$ cat src/rtl/core/bwcs_pkg.sv
// Package for the burst waveform channel sequencer core.
// Holds table sizes, operation and result codes, register indexes and phase type.
// No dependencies.
package bwcs_pkg;

    localparam int ENTRIES     = 32;
    localparam int ENTRY_IDX_W = $clog2(ENTRIES);
    localparam int ENTRY_CNT_W = ENTRY_IDX_W + 1;

    localparam logic [15:0] TICK_PERIOD = 16'd100;
    localparam logic [7:0]  LEVEL_MAX   = 8'hff;
    localparam int          GAIN_FRAC_W = 8;

    typedef enum logic [1:0] {
        OP_LOAD  = 2'd0,
        OP_START = 2'd1,
        OP_SEG   = 2'd2,
        OP_TICK  = 2'd3
    } op_t;

    typedef enum logic [2:0] {
        KIND_NONE        = 3'd0,
        KIND_RELOAD      = 3'd1,
        KIND_BURST_START = 3'd2,
        KIND_CHANNEL     = 3'd3,
        KIND_ACTIVE_TICK = 3'd4
    } kind_t;

    typedef enum logic [1:0] {
        TSEL_FLAT = 2'd0,
        TSEL_RISE = 2'd1,
        TSEL_FALL = 2'd2
    } tsel_t;

    typedef enum logic [1:0] {
        PH_RISE       = 2'd0,
        PH_SHORT_FLAT = 2'd1,
        PH_FALL       = 2'd2,
        PH_LONG_FLAT  = 2'd3
    } phase_t;

    typedef enum logic [2:0] {
        REG_RISE_PERIOD       = 3'd0,
        REG_SHORT_FLAT_PERIOD = 3'd1,
        REG_FALL_PERIOD       = 3'd2,
        REG_LONG_FLAT_PERIOD  = 3'd3,
        REG_WAVES_PER_BURST   = 3'd4,
        REG_PAUSE_TICKS       = 3'd5,
        REG_ACTIVE_ENTRIES    = 3'd6,
        REG_BASE_GAIN         = 3'd7
    } reg_idx_t;

endpackage

$ cat src/rtl/core/burst_waveform_channel_sequencer_core.sv
// Burst waveform channel sequencer core: top level.
// Depends on bwcs_pkg (codes, table size, phase type).
//
// Each input transaction is processed combinationally: the operation is decoded against
// the sequencer state and the channel table, and exactly one result transaction is
// written to the output register on the clock edge that accepts it. A new input is
// accepted every cycle while the output register is empty or being taken at the same
// edge, so the sustained rate is one transaction per cycle; the output register is the
// only thing that can hold the input side back. The channel table has 32 slots kept in
// flip-flops, written by load transactions and read at the current entry; slots never
// loaded hold no defined contents. Configuration writes are taken at any time (cfg_ready
// is always high) and should only be issued while the core is idle.
module burst_waveform_channel_sequencer_core
    import bwcs_pkg::*;
(
    input  logic        clk,
    input  logic        rst_n,

    input  logic        cfg_valid,
    output logic        cfg_ready,
    input  logic [2:0]  cfg_index,
    input  logic [15:0] cfg_data,

    input  logic        in_valid,
    output logic        in_ready,
    input  logic [1:0]  operation,
    input  logic [4:0]  entry_index,
    input  logic [15:0] entry_channel_word,
    input  logic [7:0]  entry_level,
    input  logic [7:0]  entry_bursts,
    input  logic [1:0]  intensity_select,

    output logic        out_valid,
    input  logic        out_ready,
    output logic [2:0]  result_kind,
    output logic [15:0] timer_period,
    output logic [1:0]  table_select,
    output logic [1:0]  table_intensity,
    output logic [15:0] channel_word,
    output logic [7:0]  drive_level,
    output logic        drive_update,
    output logic        running
);

    // ---------------------------------------------------------------------
    // Configuration registers
    // ---------------------------------------------------------------------
    logic [15:0]            rise_period_reg;
    logic [15:0]            short_flat_period_reg;
    logic [15:0]            fall_period_reg;
    logic [15:0]            long_flat_period_reg;
    logic [15:0]            waves_per_burst_reg;
    logic [15:0]            pause_ticks_reg;
    logic [ENTRY_CNT_W-1:0] active_entries_reg;
    logic [15:0]            base_gain_reg;
    logic [5:0]             cfg_active_entries;

    assign cfg_ready          = 1'b1;
    assign cfg_active_entries = cfg_data[5:0];

    always_ff @(posedge clk or negedge rst_n)
    begin
        if (!rst_n)
        begin
            rise_period_reg       <= '0;
            short_flat_period_reg <= '0;
            fall_period_reg       <= '0;
            long_flat_period_reg  <= '0;
            waves_per_burst_reg   <= '0;
            pause_ticks_reg       <= '0;
            active_entries_reg    <= '0;
            base_gain_reg         <= 16'd256;
        end
        else if (cfg_valid && cfg_ready)
        begin
            case (reg_idx_t'(cfg_index))
                REG_RISE_PERIOD:       rise_period_reg       <= cfg_data;
                REG_SHORT_FLAT_PERIOD: short_flat_period_reg <= cfg_data;
                REG_FALL_PERIOD:       fall_period_reg       <= cfg_data;
                REG_LONG_FLAT_PERIOD:  long_flat_period_reg  <= cfg_data;
                REG_WAVES_PER_BURST:   waves_per_burst_reg   <= cfg_data;
                REG_PAUSE_TICKS:       pause_ticks_reg       <= cfg_data;
                REG_ACTIVE_ENTRIES:    active_entries_reg    <= cfg_active_entries[ENTRY_CNT_W-1:0];
                REG_BASE_GAIN:         base_gain_reg         <= cfg_data;
                default:               ;
            endcase
        end
    end

    // ---------------------------------------------------------------------
    // Handshake: take a new transaction whenever the result slot frees up
    // ---------------------------------------------------------------------
    logic in_fire;

    assign in_ready = !out_valid || out_ready;
    assign in_fire  = in_valid && in_ready;

    // ---------------------------------------------------------------------
    // Channel table (no reset, contents valid once loaded)
    // ---------------------------------------------------------------------
    logic [15:0] channel_words_reg      [ENTRIES];
    logic [7:0]  entry_levels_reg       [ENTRIES];
    logic [7:0]  entry_burst_counts_reg [ENTRIES];

    always_ff @(posedge clk)
    begin
        if (in_fire && (op_t'(operation) == OP_LOAD))
        begin
            channel_words_reg[entry_index]      <= entry_channel_word;
            entry_levels_reg[entry_index]       <= entry_level;
            entry_burst_counts_reg[entry_index] <= entry_bursts;
        end
    end

    // ---------------------------------------------------------------------
    // Sequencer state
    // ---------------------------------------------------------------------
    logic                   armed_reg,         armed_next;
    phase_t                 phase_reg,         phase_next;
    logic [15:0]            waves_left_reg,    waves_left_next;
    logic [15:0]            pause_count_reg,   pause_count_next;
    logic [7:0]             bursts_done_reg,   bursts_done_next;
    logic [ENTRY_IDX_W-1:0] current_entry_reg, current_entry_next;
    logic [1:0]             shape_set_reg,     shape_set_next;

    // Current entry read and entry pointer advance
    logic [15:0]            cur_word;
    logic [7:0]             cur_level;
    logic [7:0]             cur_need;
    logic [ENTRY_CNT_W-1:0] entry_limit;
    logic [ENTRY_CNT_W-1:0] entry_plus_one;
    logic                   entry_wrap;
    logic [ENTRY_IDX_W-1:0] entry_advanced;

    assign cur_word  = channel_words_reg[current_entry_reg];
    assign cur_level = entry_levels_reg[current_entry_reg];
    assign cur_need  = entry_burst_counts_reg[current_entry_reg];

    // active_entries saturates at the table size
    assign entry_limit    = (active_entries_reg > ENTRY_CNT_W'(ENTRIES))
                            ? ENTRY_CNT_W'(ENTRIES) : active_entries_reg;
    assign entry_plus_one = {1'b0, current_entry_reg} + ENTRY_CNT_W'(1);
    assign entry_wrap     = (entry_plus_one >= entry_limit);
    assign entry_advanced = entry_wrap ? '0 : entry_plus_one[ENTRY_IDX_W-1:0];

    // Level scaling: 8 x 16 product, drop the fraction, clamp
    logic [23:0] level_product;
    logic [15:0] level_scaled;
    logic [7:0]  level_sat;

    assign level_product = 24'(cur_level) * 24'(base_gain_reg);
    assign level_scaled  = level_product[23:GAIN_FRAC_W];
    assign level_sat     = (level_scaled[15:8] != 8'd0) ? LEVEL_MAX : level_scaled[7:0];

    // Segment reload fields by phase
    logic [15:0] seg_period;
    tsel_t       seg_tsel;
    logic [1:0]  seg_tint;

    always_comb
    begin
        seg_period = rise_period_reg;
        seg_tsel   = TSEL_FLAT;
        seg_tint   = 2'd0;
        case (phase_reg)
            PH_RISE:
            begin
                seg_period = rise_period_reg;
                seg_tsel   = TSEL_RISE;
                seg_tint   = shape_set_reg;
            end
            PH_SHORT_FLAT: seg_period = short_flat_period_reg;
            PH_FALL:
            begin
                seg_period = fall_period_reg;
                seg_tsel   = TSEL_FALL;
                seg_tint   = shape_set_reg;
            end
            PH_LONG_FLAT:  seg_period = long_flat_period_reg;
            default:       seg_period = rise_period_reg;
        endcase
    end

    // Result next values
    kind_t       kind_next;
    logic [15:0] period_next;
    tsel_t       tsel_next;
    logic [1:0]  tint_next;
    logic [15:0] word_next;
    logic [7:0]  level_next;
    logic        update_next;
    logic [7:0]  bursts_plus_one;

    assign bursts_plus_one = bursts_done_reg + 8'd1;

    always_comb
    begin
        armed_next         = armed_reg;
        phase_next         = phase_reg;
        waves_left_next    = waves_left_reg;
        pause_count_next   = pause_count_reg;
        bursts_done_next   = bursts_done_reg;
        current_entry_next = current_entry_reg;
        shape_set_next     = shape_set_reg;
        kind_next          = KIND_NONE;
        period_next        = '0;
        tsel_next          = TSEL_FLAT;
        tint_next          = '0;
        word_next          = '0;
        level_next         = '0;
        update_next        = 1'b0;

        case (op_t'(operation))
            OP_LOAD: ;
            OP_START:
            begin
                armed_next         = 1'b1;
                shape_set_next     = intensity_select;
                phase_next         = PH_RISE;
                waves_left_next    = '0;
                pause_count_next   = '0;
                bursts_done_next   = '0;
                current_entry_next = '0;
            end
            OP_SEG:
            begin
                if (!armed_reg)
                begin
                    // not armed: nothing moves
                end
                else if (waves_left_reg == 16'd0)
                begin
                    if (pause_count_reg < pause_ticks_reg)
                    begin
                        pause_count_next = pause_count_reg + 16'd1;
                    end
                    else
                    begin
                        // pause over: start the next burst
                        pause_count_next = '0;
                        waves_left_next  = waves_per_burst_reg;
                        bursts_done_next = bursts_plus_one;
                        kind_next        = KIND_BURST_START;
                        period_next      = rise_period_reg;
                        if (bursts_plus_one >= cur_need)
                        begin
                            bursts_done_next   = '0;
                            current_entry_next = entry_advanced;
                            if (entry_wrap)
                            begin
                                armed_next = 1'b0;
                            end
                        end
                    end
                end
                else
                begin
                    kind_next   = KIND_RELOAD;
                    period_next = seg_period;
                    tsel_next   = seg_tsel;
                    tint_next   = seg_tint;
                    if (phase_reg == PH_LONG_FLAT)
                    begin
                        phase_next      = PH_RISE;
                        waves_left_next = waves_left_reg - 16'd1;
                    end
                    else
                    begin
                        phase_next = phase_t'(phase_reg + 2'd1);
                    end
                end
            end
            OP_TICK:
            begin
                if (waves_left_reg != 16'd0)
                begin
                    kind_next   = KIND_ACTIVE_TICK;
                    period_next = TICK_PERIOD;
                end
                else
                begin
                    kind_next = KIND_CHANNEL;
                    if (cur_need == 8'd0)
                    begin
                        // empty entry: skip it, armed is left alone
                        current_entry_next = entry_advanced;
                    end
                    else
                    begin
                        word_next   = cur_word;
                        level_next  = level_sat;
                        update_next = 1'b1;
                    end
                end
            end
            default: ;
        endcase
    end

    always_ff @(posedge clk or negedge rst_n)
    begin
        if (!rst_n)
        begin
            armed_reg         <= 1'b0;
            phase_reg         <= PH_RISE;
            waves_left_reg    <= '0;
            pause_count_reg   <= '0;
            bursts_done_reg   <= '0;
            current_entry_reg <= '0;
            shape_set_reg     <= '0;
        end
        else if (in_fire)
        begin
            armed_reg         <= armed_next;
            phase_reg         <= phase_next;
            waves_left_reg    <= waves_left_next;
            pause_count_reg   <= pause_count_next;
            bursts_done_reg   <= bursts_done_next;
            current_entry_reg <= current_entry_next;
            shape_set_reg     <= shape_set_next;
        end
    end

    // ---------------------------------------------------------------------
    // Result register
    // ---------------------------------------------------------------------
    logic out_valid_reg;

    always_ff @(posedge clk or negedge rst_n)
    begin
        if (!rst_n)
        begin
            out_valid_reg <= 1'b0;
        end
        else if (in_fire)
        begin
            out_valid_reg <= 1'b1;
        end
        else if (out_ready)
        begin
            out_valid_reg <= 1'b0;
        end
    end

    always_ff @(posedge clk)
    begin
        if (in_fire)
        begin
            result_kind     <= kind_next;
            timer_period    <= period_next;
            table_select    <= tsel_next;
            table_intensity <= tint_next;
            channel_word    <= word_next;
            drive_level     <= level_next;
            drive_update    <= update_next;
            running         <= armed_next;
        end
    end

    assign out_valid = out_valid_reg;

    // ---------------------------------------------------------------------
    // Assertions
    // ---------------------------------------------------------------------
    // A segment reload only happens while armed, and armed is kept on that path
    a_reload_running: assert property (@(posedge clk) disable iff (!rst_n)
        out_valid && (result_kind == KIND_RELOAD) |-> running)
        else $error("segment reload reported while not running");

    // Drive level updates come only with a channel select
    a_update_kind: assert property (@(posedge clk) disable iff (!rst_n)
        out_valid && drive_update |-> (result_kind == KIND_CHANNEL))
        else $error("drive update outside a channel select");

    // An accepted start always yields a running result on the next edge
    a_start_arms: assert property (@(posedge clk) disable iff (!rst_n)
        in_valid && in_ready && (operation == OP_START)
        |=> out_valid && running && (result_kind == KIND_NONE))
        else $error("start transaction did not arm the sequencer");

    // Burst-active ticks carry the fixed tick period
    a_tick_period: assert property (@(posedge clk) disable iff (!rst_n)
        out_valid && (result_kind == KIND_ACTIVE_TICK) |-> (timer_period == TICK_PERIOD))
        else $error("active tick with wrong period");

endmodule
$ cat config.mk
export PLATFORM = sky130hd
export DESIGN_NAME = burst_waveform_channel_sequencer_core
export DESIGN_NICKNAME = d
export VERILOG_FILES = /design/src/rtl/core/bwcs_pkg.sv /design/src/rtl/core/burst_waveform_channel_sequencer_core.sv
export SDC_FILE = /design/constraint.sdc
export NUM_CORES = 2
export LEC_CHECK = 0
export BUFFER_PORTS_ARGS = -buffer_cell sky130_fd_sc_hd__buf_4
export CORE_MARGIN = 10
export CORE_UTILIZATION = 55
export DETAILED_ROUTE_END_ITERATION = 16
export GPL_ROUTABILITY_DRIVEN = 0
export PLACE_DENSITY = 0.68
export SYNTH_ARGS = -nofsm -noshare
export SYNTH_HDL_FRONTEND = slang
export SYNTH_SLANG_ARGS = --single-unit
export TNS_END_PERCENT = 100
$ cat constraint.sdc
create_clock -name clk -period 16.7 [get_ports clk]
set_input_delay 0.835 -clock clk [delete_from_list [all_inputs] [get_ports clk]]
set_output_delay 0.835 -clock clk [all_outputs]
set_load 0.02 [all_outputs]
==> flow_metrics.env <==
export IMPL_synth_seq_cells=1242
export IMPL_layout_commonest_cell="edfxtp_1"
export IMPL_synth_edf_count=1073
export IMPL_layoutNonFillerInstCount=4568
export IMPL_hold_buffers=0
export IMPL_wl_per_cell_um=28.94
export IMPL_tightest_slew_ns=1.334
export IMPL_cts_tree="yes"
export IMPL_fillers=6847
export IMPL_rsz0062_at_grt="no"
export IMPL_r2r_end="drive_level[6]"
export IMPL_antenna_found_initial=2
export IMPL_syn_area_um2=53800
export IMPL_drive_above_1_share_pct=23.36
export IMPL_start_kind="flop"
export IMPL_wl_um=132200
export IMPL_vias=28920
export IMPL_holdWs_ns=0.2383
export IMPL_synth_top_area_cell="edfxtp_1"
export IMPL_cp_end_kind="flop"
export IMPL_yosys_top_cells_area="edfxtp_1, mux4_2, dfrtp_1"
export IMPL_cts_root_buffer="clkbuf_16"
export IMPL_htree_levels=3
export IMPL_start_util_pct=55.55
export IMPL_finalCritPeriodShare_pct=53.53
export IMPL_final_nets=3418
export IMPL_drt_iter0_markers=3310
export IMPL_worstPathRequired_ns=17.16
export IMPL_max_cap_violations=0
export IMPL_yosys_most_used_dff="edfxtp_1"
export IMPL_syn_to_final_growth_pct=11.95
export IMPL_cp_max_fo=51
export IMPL_core_area_um2=96850
export IMPL_n_antenna_cell=0
export IMPL_placedCellCount=4342
export IMPL_via_per_inst=6.331
export IMPL_hold_violations=0
export IMPL_arrival_ns=9.40
export IMPL_setup_tns_ns=0
export IMPL_synth_top_area_share_pct=59.89
export IMPL_cts_resized=0
export IMPL_r2r_slack_ns=7.76
export IMPL_rr_worst_depth=22
export IMPL_fp_dieW_um=332.8
export IMPL_port_buffers=115
export IMPL_die_h_um=332.8
export IMPL_yosys_warnings=0
export IMPL_cts_made_buffers=119
export IMPL_clock_sinks=1242
export IMPL_peakVddDrop_mv=0.6271
export IMPL_grt_pass1_vias=29640
export IMPL_path_class="reg -> reg"
export IMPL_hp_class="in -> async"
export IMPL_clk_pin_slew_ns=0.06
export IMPL_dp_hpwl_um=73370
export IMPL_pin_count=117
export IMPL_slew_headroom_pct=10.61
export IMPL_fin_skew_ns=0.02731
export IMPL_async_reset_ff_share_pct=13.61
export IMPL_timing_rr_start="current_entry_reg[0]"
export IMPL_p_leak_nw=20.85
export IMPL_synthCells=3047
export IMPL_fmax_ghz=0.1119
export IMPL_grt_pass1_wl_um=196200
export IMPL_floorplan_rows=114
export IMPL_fin_crit_ns=8.940
export IMPL_cts_setup_buffers=0
export IMPL_syn_num_nets=3278
export IMPL_ys_seq_area_share_pct=67.76
export IMPL_clk_latency_ns=0.72
export IMPL_ys_types=83
export IMPL_grt_overflow_total=0
export IMPL_status="finished clean"
export IMPL_powerDensity_nw_per_um2=209.8
export IMPL_slew_violations=0
export IMPL_grt_max_degree=125
export IMPL_dieArea_um2=110700
export IMPL_setup_viol=0
export IMPL_drc=0
export IMPL_firstDrtPassIters=7
export IMPL_cts_buffer_depth=3
export IMPL_grt_usage_pct=23.70
export IMPL_drt_antenna_violating_nets=0
export IMPL_layout_common_cells="edfxtp_1, mux4_2, buf_4, dfrtp_1, mux2i_1"
export IMPL_synth_avg_cell_area_um2=17.66
export IMPL_largest_reg_flops=512
worst max-delay path: stages, from the launching register on:
cell	delay (ns)
dfrtp_4	1.04
buf_4	0.90
mux4_2	0.60
o22ai_1	0.16
nor2_1	0.09
a21oi_2	0.72
nand2b_1	0.25
fa_1	0.46
fa_1	0.56
fa_1	0.43
fa_1	0.51
inv_1	0.05
ha_1	0.35
a21oi_1	0.25
or3b_2	0.47
a21oi_1	0.22
nor2_1	0.11
mux2i_1	0.13
or4_1	0.47
a31oi_1	0.15
o31a_1	0.19
nand4_4	0.16
o31a_1	0.33
worst max path at each step:
stage	startpoint	endpoint	slack, ns
5_1_grt	current_entry_reg[0]	drive_level[6]	7.25
3_5_place_dp	current_entry_reg[0]	drive_level[6]	7.71
3_3_place_gp	current_entry_reg[0]	drive_level[6]	7.71
4_1_cts	current_entry_reg[0]	drive_level[6]	7.71
6_report	current_entry_reg[0]	drive_level[6]	7.76
2_1_floorplan	current_entry_reg[0]	drive_level[6]	9.15
layout make-up:
type	count	area, um^2	share of cell area [%]
clock buffers	152	3167	5.258
clock inverters	74	815.8	1.355
inverters	123	464.2	0.7708
multi-input cells	1529	16410	27.24
flip-flops and latches	1242	36470	60.55
well taps	1276	1597	2.651
repair buffers	172	1308	2.171
cell usage after synthesis, types with 15 or more instances:
| cell | count |
|---|---|
| mux2i_1 | 143 |
| nor2b_1 | 90 |
| nand2_1 | 70 |
| edfxtp_1 | 1073 |
| clkbuf_1 | 86 |
| inv_1 | 122 |
| nand2b_1 | 47 |
| and2_1 | 33 |
| a21oi_1 | 81 |
| o31ai_1 | 16 |
| nor2_1 | 101 |
| o22ai_1 | 24 |
| o21ai_0 | 52 |
| nand4_1 | 15 |
| dfrtp_1 | 168 |
| xor2_1 | 15 |
| mux4_2 | 228 |
| ha_1 | 83 |
| a222oi_1 | 16 |
| a21o_1 | 30 |
| o221ai_1 | 55 |
| o21a_1 | 17 |
| buf_4 | 17 |
| nor3_1 | 22 |
| fa_1 | 83 |
| nand3_1 | 26 |
| mux2_2 | 120 |
| buf_2 | 29 |
cells by family (layout without fill, tap and decap cells):
group           Yosys count  after routing  synth area share, %
other cells               1              1             0.006971
mux                     495            495                14.80
fa+ha+maj               166            166                5.019
flops                  1242           1242                67.76
compound gates          379            379                5.110
simple gates            459            459                4.589
xor+xnor                 29             29               0.4721
buf+inv                 276            521                2.247
power by group:
group          internal (mW)  switching [mW]
Combinational           2.62            3.65
Sequential              3.47           0.154
Clock                   1.59            1.15
Total                   7.68            4.96
per-stage QoR:
step / util, % / setup slack, ns / total power [mW] / area (um^2)
after detailed placement: 58.07 / 7.714 / 9.930 / 56240
after CTS: 62.18 / 7.706 / 12.69 / 60220
after global placement: 58.07 / 7.715 / 9.842 / 56240
after global routing: 62.18 / 7.251 / 13.49 / 60220
final: 62.18 / 7.760 / 12.64 / 60220
after floorplan: - / 9.148 / 8.467 / 53800
routing by layer:
metal | vias to the layer above | track usage, % | share of wire (%)
li1 | 12280 | - | -
met2 | 1203 | 41.08 | 52
met5 | - | 0 | 0.0098
met4 | 2 | 6.566 | 2.6
met3 | 234 | 3.489 | 7.1
met1 | 15200 | 31.18 | 39
Note: power is estimated with default switching activity, not from simulation.
